## src/rtl/tmt_pkg.sv

```systemverilog
// package: transaction types, command and status codes and default sizes of the timer table
`default_nettype none
package tmt_pkg;

	localparam int ACTIVE_DEPTH_DEF = 16;
	localparam int QUEUE_DEPTH_DEF  = 8;
	localparam int PERIOD_BITS_DEF  = 24;

	localparam logic [1:0] CMD_RUN   = 2'd0;
	localparam logic [1:0] CMD_SET   = 2'd1;
	localparam logic [1:0] CMD_STOP  = 2'd2;
	localparam logic [1:0] CMD_CLEAR = 2'd3;

	localparam logic [1:0] ST_DONE     = 2'd0;
	localparam logic [1:0] ST_UPDATED  = 2'd1;
	localparam logic [1:0] ST_NOT_FOUND = 2'd2;
	localparam logic [1:0] ST_FULL     = 2'd3;

	typedef struct packed {
		logic [1:0]  cmd;
		logic [7:0]  key;
		logic [23:0] period_ms;
		logic        ms_elapsed;
	} req_t;

	typedef struct packed {
		logic       fired;
		logic [7:0] fired_key;
		logic       last;
		logic       running;
		logic [1:0] status;
	} rsp_t;

endpackage
`default_nettype wire

```

## src/rtl/tmt_ram.sv

```systemverilog
// simple dual-port synchronous ram with registered read data
`default_nettype none
module tmt_ram #(
	parameter int WIDTH = 8,
	parameter int DEPTH = 16,
	localparam int AW = (DEPTH > 1) ? $clog2(DEPTH) : 1
) (
	input  wire logic             clk,
	input  wire logic             we,
	input  wire logic [AW-1:0]    waddr,
	input  wire logic [WIDTH-1:0] wdata,
	input  wire logic [AW-1:0]    raddr,
	output logic      [WIDTH-1:0] rdata
);

	logic [WIDTH-1:0] mem [DEPTH];

	always_ff @(posedge clk) begin
		if (we) begin
			mem[waddr] <= wdata;
		end
		rdata <= mem[raddr];
	end

endmodule
`default_nettype wire

```

## src/rtl/periodic_timer_table_unit.sv

```systemverilog
// top level: keyed periodic timer table walked through block memories
//
//  channel | handshake             | payload
//  req     | req_valid / req_ready | req (cmd, key, period_ms, ms_elapsed)
//  rsp     | rsp_valid / rsp_ready | rsp (fired, fired_key, last, running, status)
//
// set and stop scan the active table, one entry a cycle
// a run pass walks the active table and then the queue; it gives a single
//   response with no expiry, else one response per fired timer
// one request at a time; req_ready is high only between transactions
// reset clears the fill counts and clock flag; table contents stay undefined
// a stalled rsp holds the block in its output step until it is taken
`default_nettype none
module periodic_timer_table_unit
	import tmt_pkg::*;
#(
	parameter int ACTIVE_DEPTH = ACTIVE_DEPTH_DEF,
	parameter int QUEUE_DEPTH  = QUEUE_DEPTH_DEF,
	parameter int PERIOD_BITS  = PERIOD_BITS_DEF
) (
	input  wire logic clk,
	input  wire logic arst_n,
	input  wire logic req_valid,
	output logic      req_ready,
	input  wire req_t req,
	output logic      rsp_valid,
	input  wire logic rsp_ready,
	output rsp_t      rsp
);

	localparam int PB  = PERIOD_BITS;
	localparam int AW  = $clog2(ACTIVE_DEPTH);
	localparam int CW  = $clog2(ACTIVE_DEPTH + 1);
	localparam int QAW = (QUEUE_DEPTH > 1) ? $clog2(QUEUE_DEPTH) : 1;
	localparam int QCW = $clog2(QUEUE_DEPTH + 1);
	localparam int EW  = 8 + 2 * PB + 1;
	localparam int QW  = 8 + PB;

	typedef enum logic [2:0] {
		S_IDLE, S_SEARCH, S_WALK, S_APPEND, S_EMIT_RD, S_EMIT_OUT, S_RESP
	} state_t;

	state_t          state_q;
	logic [1:0]      cmd_q;
	logic [7:0]      key_q;
	logic [PB-1:0]   period_q;
	logic            tick_en_q;
	logic            clk_run_q;
	logic [CW-1:0]   a_used_q;
	logic [QCW-1:0]  q_used_q;
	logic [CW-1:0]   i_q;
	logic [CW-1:0]   w_q;
	logic [CW-1:0]   nf_q;
	logic [CW-1:0]   e_q;
	logic [QCW-1:0]  j_q;
	logic            rd_v_q;
	logic            qrd_v_q;
	logic [AW-1:0]   ridx_q;
	logic            ovf_q;
	logic [1:0]      status_q;
	logic            rsp_valid_q;
	rsp_t            rsp_q;

	logic [31:0]     period_ext;
	logic [EW-1:0]   a_rdata, a_wdata;
	logic [AW-1:0]   a_waddr;
	logic            a_we;
	logic [QW-1:0]   q_rdata, q_wdata;
	logic            q_we;
	logic [7:0]      f_rdata;
	logic            f_we;
	logic [7:0]      d_key;
	logic [PB-1:0]   d_cnt, d_per, walk_cnt, qd_per;
	logic            d_mark, expire, hit, scan_end, out_free, running;
	logic            rsp_load;

	assign period_ext = {8'd0, req.period_ms};
	assign d_mark = a_rdata[0];
	assign d_per  = a_rdata[PB:1];
	assign d_cnt  = a_rdata[2*PB:PB+1];
	assign d_key  = a_rdata[EW-1:2*PB+1];
	assign qd_per = q_rdata[PB-1:0];
	assign expire = tick_en_q && (d_cnt <= PB'(1));
	assign walk_cnt = !tick_en_q ? d_cnt : (expire ? d_per : d_cnt - PB'(1));
	assign hit = rd_v_q && (d_key == key_q);
	assign scan_end = !rd_v_q && (i_q == a_used_q);
	assign out_free = !rsp_valid_q || rsp_ready;
	assign running = (a_used_q != '0) || (q_used_q != '0);
	assign rsp_load = out_free && (state_q == S_EMIT_OUT || state_q == S_RESP);

	always_comb begin
		a_we    = 1'b0;
		a_waddr = ridx_q;
		a_wdata = {d_key, d_cnt, d_per, 1'b0};
		q_we    = 1'b0;
		f_we    = 1'b0;
		case (state_q)
			S_SEARCH: begin
				if (hit) begin
					a_we = 1'b1;
					a_wdata = (cmd_q == CMD_SET) ? {d_key, d_cnt, period_q, 1'b0}
						: {d_key, d_cnt, d_per, 1'b1};
				end else if (scan_end && cmd_q == CMD_SET && q_used_q < QCW'(QUEUE_DEPTH)) begin
					q_we = 1'b1;
				end
			end
			S_WALK: begin
				a_waddr = w_q[AW-1:0];
				a_wdata = {d_key, walk_cnt, d_per, 1'b0};
				a_we = rd_v_q && !d_mark;
				f_we = rd_v_q && !d_mark && expire;
			end
			S_APPEND: begin
				a_waddr = a_used_q[AW-1:0];
				a_wdata = {q_rdata[QW-1:PB], qd_per, qd_per, 1'b0};
				a_we = qrd_v_q && (a_used_q < CW'(ACTIVE_DEPTH));
			end
			default: begin
				a_we = 1'b0;
			end
		endcase
	end

	assign q_wdata = {key_q, period_q};

	tmt_ram #(.WIDTH(EW), .DEPTH(ACTIVE_DEPTH)) u_active (
		.clk(clk), .we(a_we), .waddr(a_waddr), .wdata(a_wdata),
		.raddr(i_q[AW-1:0]), .rdata(a_rdata)
	);

	tmt_ram #(.WIDTH(QW), .DEPTH(QUEUE_DEPTH)) u_queue (
		.clk(clk), .we(q_we), .waddr(q_used_q[QAW-1:0]), .wdata(q_wdata),
		.raddr(j_q[QAW-1:0]), .rdata(q_rdata)
	);

	tmt_ram #(.WIDTH(8), .DEPTH(ACTIVE_DEPTH)) u_fired (
		.clk(clk), .we(f_we), .waddr(nf_q[AW-1:0]), .wdata(d_key),
		.raddr(e_q[AW-1:0]), .rdata(f_rdata)
	);

	always_ff @(posedge clk or negedge arst_n) begin
		if (!arst_n) begin
			state_q     <= S_IDLE;
			clk_run_q   <= 1'b0;
			a_used_q    <= '0;
			q_used_q    <= '0;
			rd_v_q      <= 1'b0;
			qrd_v_q     <= 1'b0;
			rsp_valid_q <= 1'b0;
			i_q         <= '0;
			j_q         <= '0;
			w_q         <= '0;
			nf_q        <= '0;
			e_q         <= '0;
			ovf_q       <= 1'b0;
			status_q    <= ST_DONE;
			tick_en_q   <= 1'b0;
		end else begin
			if (rsp_valid_q && rsp_ready && !rsp_load) begin
				rsp_valid_q <= 1'b0;
			end
			case (state_q)
				S_IDLE: begin
					if (req_valid) begin
						cmd_q    <= req.cmd;
						key_q    <= req.key;
						period_q <= period_ext[PB-1:0];
						i_q      <= '0;
						j_q      <= '0;
						w_q      <= '0;
						nf_q     <= '0;
						e_q      <= '0;
						rd_v_q   <= 1'b0;
						qrd_v_q  <= 1'b0;
						ovf_q    <= 1'b0;
						status_q <= ST_DONE;
						case (req.cmd)
							CMD_RUN: begin
								if (a_used_q == '0 && q_used_q == '0) begin
									clk_run_q <= 1'b0;
									state_q   <= S_RESP;
								end else begin
									clk_run_q <= 1'b1;
									tick_en_q <= clk_run_q && req.ms_elapsed;
									state_q   <= S_WALK;
								end
							end
							CMD_CLEAR: begin
								a_used_q <= '0;
								q_used_q <= '0;
								state_q  <= S_RESP;
							end
							default: begin
								state_q <= S_SEARCH;
							end
						endcase
					end
				end
				S_SEARCH: begin
					if (hit) begin
						status_q <= (cmd_q == CMD_SET) ? ST_UPDATED : ST_DONE;
						state_q  <= S_RESP;
					end else if (scan_end) begin
						if (cmd_q == CMD_STOP) begin
							status_q <= ST_NOT_FOUND;
						end else if (q_used_q < QCW'(QUEUE_DEPTH)) begin
							q_used_q <= q_used_q + QCW'(1);
						end else begin
							status_q <= ST_FULL;
						end
						state_q <= S_RESP;
					end else if (i_q < a_used_q) begin
						i_q    <= i_q + CW'(1);
						ridx_q <= i_q[AW-1:0];
						rd_v_q <= 1'b1;
					end else begin
						rd_v_q <= 1'b0;
					end
				end
				S_WALK: begin
					if (rd_v_q && !d_mark) begin
						w_q <= w_q + CW'(1);
						if (expire) begin
							nf_q <= nf_q + CW'(1);
						end
					end
					if (scan_end) begin
						a_used_q <= w_q;
						state_q  <= S_APPEND;
					end else if (i_q < a_used_q) begin
						i_q    <= i_q + CW'(1);
						rd_v_q <= 1'b1;
					end else begin
						rd_v_q <= 1'b0;
					end
				end
				S_APPEND: begin
					if (qrd_v_q) begin
						if (a_used_q < CW'(ACTIVE_DEPTH)) begin
							a_used_q <= a_used_q + CW'(1);
						end else begin
							ovf_q <= 1'b1;
						end
					end
					if (!qrd_v_q && j_q == q_used_q) begin
						q_used_q <= '0;
						status_q <= ovf_q ? ST_FULL : ST_DONE;
						state_q  <= (nf_q == '0) ? S_RESP : S_EMIT_RD;
					end else if (j_q < q_used_q) begin
						j_q     <= j_q + QCW'(1);
						qrd_v_q <= 1'b1;
					end else begin
						qrd_v_q <= 1'b0;
					end
				end
				S_EMIT_RD: begin
					state_q <= S_EMIT_OUT;
				end
				S_EMIT_OUT: begin
					if (out_free) begin
						rsp_valid_q     <= 1'b1;
						rsp_q.fired     <= 1'b1;
						rsp_q.fired_key <= f_rdata;
						rsp_q.last      <= (e_q == nf_q - CW'(1));
						rsp_q.running   <= running;
						rsp_q.status    <= status_q;
						e_q             <= e_q + CW'(1);
						state_q <= (e_q == nf_q - CW'(1)) ? S_IDLE : S_EMIT_RD;
					end
				end
				S_RESP: begin
					if (out_free) begin
						rsp_valid_q     <= 1'b1;
						rsp_q.fired     <= 1'b0;
						rsp_q.fired_key <= 8'd0;
						rsp_q.last      <= 1'b1;
						rsp_q.running   <= running;
						rsp_q.status    <= status_q;
						state_q         <= S_IDLE;
					end
				end
				default: begin
					state_q <= S_IDLE;
				end
			endcase
		end
	end

	assign req_ready = (state_q == S_IDLE);
	assign rsp_valid = rsp_valid_q;
	assign rsp       = rsp_q;

	a_active_bound: assert property (@(posedge clk) disable iff (!arst_n)
		a_used_q <= CW'(ACTIVE_DEPTH))
		else $error("active count beyond table depth");

	a_queue_bound: assert property (@(posedge clk) disable iff (!arst_n)
		q_used_q <= QCW'(QUEUE_DEPTH))
		else $error("queue count beyond queue depth");

	a_clear_empties: assert property (@(posedge clk) disable iff (!arst_n)
		(req_valid && req_ready && req.cmd == CMD_CLEAR) |=> (a_used_q == '0 && q_used_q == '0))
		else $error("clear left entries behind");

	a_fired_bound: assert property (@(posedge clk) disable iff (!arst_n)
		(state_q == S_WALK) |-> (nf_q <= w_q && w_q <= i_q))
		else $error("walk pointers out of order");

endmodule
`default_nettype wire
```

## config.mk

```make
export PLATFORM = sky130hd
export DESIGN_NAME = periodic_timer_table_unit
export DESIGN_NICKNAME = d
export VERILOG_FILES = /design/src/rtl/tmt_pkg.sv /design/src/rtl/tmt_ram.sv /design/src/rtl/periodic_timer_table_unit.sv
export SDC_FILE = /design/constraint.sdc
export NUM_CORES = 2
export LEC_CHECK = 0
export ABC_AREA = 1
export ABC_CLOCK_PERIOD_IN_PS = 6000
export BUFFER_PORTS_ARGS = -buffer_cell sky130_fd_sc_hd__buf_2
export CORE_ASPECT_RATIO = 0.6
export CORE_MARGIN = 1
export CORE_UTILIZATION = 40
export DETAILED_ROUTE_END_ITERATION = 16
export GPL_TIMING_DRIVEN = 0
export SETUP_SLACK_MARGIN = 0.05
export SLEW_MARGIN = 20
export SYNTH_ARGS = -nofsm -noshare
export SYNTH_HDL_FRONTEND = slang
export SYNTH_SLANG_ARGS = --single-unit
```

## constraint.sdc

```tcl
create_clock -name clk -period 6 [get_ports clk]
set_clock_uncertainty 0.15 [all_clocks]
set_input_delay 1.2 -clock clk [delete_from_list [all_inputs] [get_ports clk]]
set_output_delay 1.2 -clock clk [all_outputs]
set_load 0.005 [all_outputs]
```

==> flow_metrics.tcl <==
set metrics [dict create \
    run_status "finished clean" \
    finalSetupViolCount 0 \
    ir_drop_v 0.000327 \
    use_met3_pct 11.1 \
    maxCapViolations 0 \
    initial_core_util_pct 40.4 \
    fin_tns_setup_ns 0 \
    ff_to_ff_path_depth 13 \
    share_of_post_route_cells_with_drive_strength_above_1_pct 9.38 \
    die-height_um 301 \
    hold_path_class "in -> async" \
    syn-num-nets 4970 \
    post-synth-top-area-cell "sky130_fd_sc_hd__edfxtp_1" \
    ant_nets_after_route 0 \
    worst-setup-path-type "reg -> reg" \
    p_leak_nw 23.0 \
    worst_skew_pair.late_latency_ns 0.78 \
    maxClockFrequency_mhz 200 \
    postSynthRegisterBits 1488 \
    placement.io_buffers 53 \
    synth_edf_count 1347 \
    r2r_setup_slack_ns 1.01 \
    synthTopCellsByArea "sky130_fd_sc_hd__edfxtp_1 68%, sky130_fd_sc_hd__nor2_1 7.0%, sky130_fd_sc_hd__o21ai_0 5.0%, sky130_fd_sc_hd__nand2_1 3.3%, sky130_fd_sc_hd__dfxtp_1 3.3%" \
    slew-limit-headroom_pct 11.3 \
    power_density_nw_per_um2 474 \
    dieArea_um2 150000 \
    post-route-period-util_pct 83.1 \
    gr-usage-met1_pct 40.3 \
    grt_pass1_vias 37764 \
    overflow 0 \
    synth_area_per_cell_um2 12.1 \
    grt-busiest-layer "met1" \
    fp.dieW_um 500 \
    storage_element_area_um2 43500 \
    r2r_end "u_queue.mem[5][14]$_DFFE_PP_" \
    layout-area-overhead-vs-synth_pct 14.6 \
    crit_fanout 10 \
    worstSetupStartpointType "register" \
    detailroute.via_count 41617 \
    final_nets 5242 \
    avgRoutedWirePerCell_um 26.3 \
    final_util_pct 46.3 \
    ctsResizeCount 0 \
    grt_max_degree 46 \
    final_hold_viol_count 0 \
    globalRouteMet2Util_pct 30.6 \
    worst_ep_required_time_ns 6.31 \
    via_per_inst 5.71 \
    hpwlAfterDp_um 140000 \
    period_needed_ns 4.99 \
    cts_num_sinks 1488 \
    worst_setup_path_end_kind "register" \
    post_synth_instance_area_um2 59500 \
    synth_top_area_share_pct 68.0 \
    cts_root_buffer "sky130_fd_sc_hd__clkbuf_16" \
    synthMostInstantiatedCell "sky130_fd_sc_hd__edfxtp_1" \
    r2r-start "i_q[0]$_DFFE_PN0P_" \
    final.fill_count 13188 \
    cts-buffers-inserted 131 \
    yosysSeqAreaShare_pct 73.1 \
    netlist_top_cells_count "1347 x sky130_fd_sc_hd__edfxtp_1, 1110 x sky130_fd_sc_hd__nor2_1, 596 x sky130_fd_sc_hd__o21ai_0, 519 x sky130_fd_sc_hd__nand2_1, 250 x sky130_fd_sc_hd__nand3_1" \
    detailedRoute.firstIterationViolations 6472 \
    share_of_flip_flops_with_an_asynchronous_set_or_reset_pct 2.96 \
    htree_levels 4 \
    critPathArrivalTime_ns 5.30 \
    routability_driven_placement_congestion_ratio 0.995 \
    core.rowCount 109 \
    grt_setup_unrepaired "no" \
    timing_worst_slew_pin_value_ns 1.32 \
    cts.path.max_buffers 3 \
    coreArea_um2 147000 \
    synthFlopType "sky130_fd_sc_hd__edfxtp_1" \
    io_pins 54 \
    detail_route.wirelength_um 192000 \
    cts_tree "done" \
    global_route_wire_length_before_repair_um 271000 \
    yosys_warnings 0 \
    all_layer_gr_usage_pct 25.3 \
    cts.hold.buffers_added 0 \
    post_synth_inst_count 4906 \
    first_pass_iters 6 \
    grt_antenna_before_repair 8 \
    clk_pin_slew_ns 0.07 \
    post-route-drc-count 0 \
    post_synthesis_cell_type_count 41 \
    multi_input_comb_area_um2 14400 \
    post_cts_setup_buffer_count 0 \
    drv_slew 0 \
]
[final cells by class]
| type | count | area share [%] |
|---|---|---|
| multi-input cells | 2979 | 21.2 |
| clock buffers | 186 | 5.37 |
| diodes | 4 | 0.0147 |
| well taps | 1998 | 3.67 |
| inverters | 155 | 0.853 |
| flip-flops and latches | 1488 | 63.8 |
| repair buffers | 139 | 2.65 |
| clock inverters | 55 | 0.703 |
| plain buffers | 284 | 1.79 |
[stage by stage]
step	hold slack, ns	instances	setup WS (ns)	instance area (um^2)	total power [mW]
floorplan	0.275	4906	1.43	59500	19.0
global placement	0.325	6957	-2.68	62300	23.3
detailed placement	0.327	7043	1.15	64000	23.7
CTS	0.316	7284	1.13	68200	32.0
global route	0.339	7285	0.847	68200	33.4
finish	0.307	7288	1.01	68200	32.3
[sequential cells by signal, indices dropped and copies added (netlist names), 5 cells and up]
| name | flops |
|---|---|
| u_active.mem | 912 |
| u_queue.mem | 256 |
| u_fired.mem | 128 |
| u_active.rdata | 57 |
| u_queue.rdata | 32 |
| period_q | 24 |
| rsp | 13 |
| key_q | 8 |
| u_fired.rdata | 8 |
| a_used_q | 5 |
| e_q | 5 |
| i_q | 5 |
| nf_q | 5 |
| w_q | 5 |
[logic make-up after synthesis]
kind of cell    Yosys count  share of synthesized area [%]
simple gates           1940                           13.2
buf+inv                 439                           3.03
mux                       1                         0.0189
fa+ha+maj                25                          0.526
flops                  1488                           73.1
xor+xnor                 23                          0.338
compound gates          990                           9.85
[cell usage in the layout, fill, tap and decap left out, types with 34 or more instances in the layout]
cell type	netlist	final
sky130_fd_sc_hd__o211ai_1	117	117
sky130_fd_sc_hd__a31oi_1	34	34
sky130_fd_sc_hd__nor2_1	1110	1090
sky130_fd_sc_hd__nand2_1	519	519
sky130_fd_sc_hd__buf_4	16	37
sky130_fd_sc_hd__o21ai_0	596	590
sky130_fd_sc_hd__buf_2	62	114
sky130_fd_sc_hd__o22ai_1	51	51
sky130_fd_sc_hd__inv_1	136	136
sky130_fd_sc_hd__edfxtp_1	1347	1347
sky130_fd_sc_hd__dfxtp_1	97	97
sky130_fd_sc_hd__o32ai_1	115	114
sky130_fd_sc_hd__nand3_1	250	247
sky130_fd_sc_hd__a21oi_1	44	44
sky130_fd_sc_hd__clkbuf_1	189	227
sky130_fd_sc_hd__dfrtp_1	44	44
sky130_fd_sc_hd__clkbuf_16	0	135
[metal layers]
layer  up-vias  part of all wire, %
li1      18190                    -
met1     20623                   46
met2      2607                   36
met3       194                   16
met4         3                  1.5
met5         -                0.039
[worst max path at each step]
stage,startpoint,to,slack (ns),cells after the start
2_1_floorplan,i_q[0]$_DFFE_PN0P_,u_queue.mem[2][0]$_DFFE_PP_,1.43,10
3_3_place_gp,u_active.rdata[56]$_DFF_P_,u_active.mem[3][15]$_DFFE_PP_,-2.68,10
3_5_place_dp,i_q[0]$_DFFE_PN0P_,u_queue.mem[5][10]$_DFFE_PP_,1.15,13
4_1_cts,i_q[0]$_DFFE_PN0P_,u_queue.mem[5][14]$_DFFE_PP_,1.13,13
5_1_grt,i_q[0]$_DFFE_PN0P_,u_queue.mem[5][14]$_DFFE_PP_,0.85,13
6_report,i_q[0]$_DFFE_PN0P_,u_queue.mem[5][14]$_DFFE_PP_,1.01,13
[where the power goes]
group          switching (mW)  internal [mW]  total [mW]
combinational            7.35           2.04        9.40
clock                    3.90           4.56        8.46
sequential              0.853           13.6        14.5
[critical path, stage by stage (launching register included)]
cell and delay [ns]:
sky130_fd_sc_hd__dfrtp_1 0.40, sky130_fd_sc_hd__buf_2 0.30, sky130_fd_sc_hd__inv_2 0.38, sky130_fd_sc_hd__buf_4 0.29, sky130_fd_sc_hd__buf_2 0.39, sky130_fd_sc_hd__buf_2 0.39, sky130_fd_sc_hd__ha_1 0.21, sky130_fd_sc_hd__nand3_1 0.17
sky130_fd_sc_hd__nor2_1 0.26, sky130_fd_sc_hd__nand4_1 0.33, sky130_fd_sc_hd__nor3_2 0.71, sky130_fd_sc_hd__buf_6 0.24, sky130_fd_sc_hd__buf_4 0.21, sky130_fd_sc_hd__buf_4 0.22
Note: power is estimated with default switching activity, not from simulation.
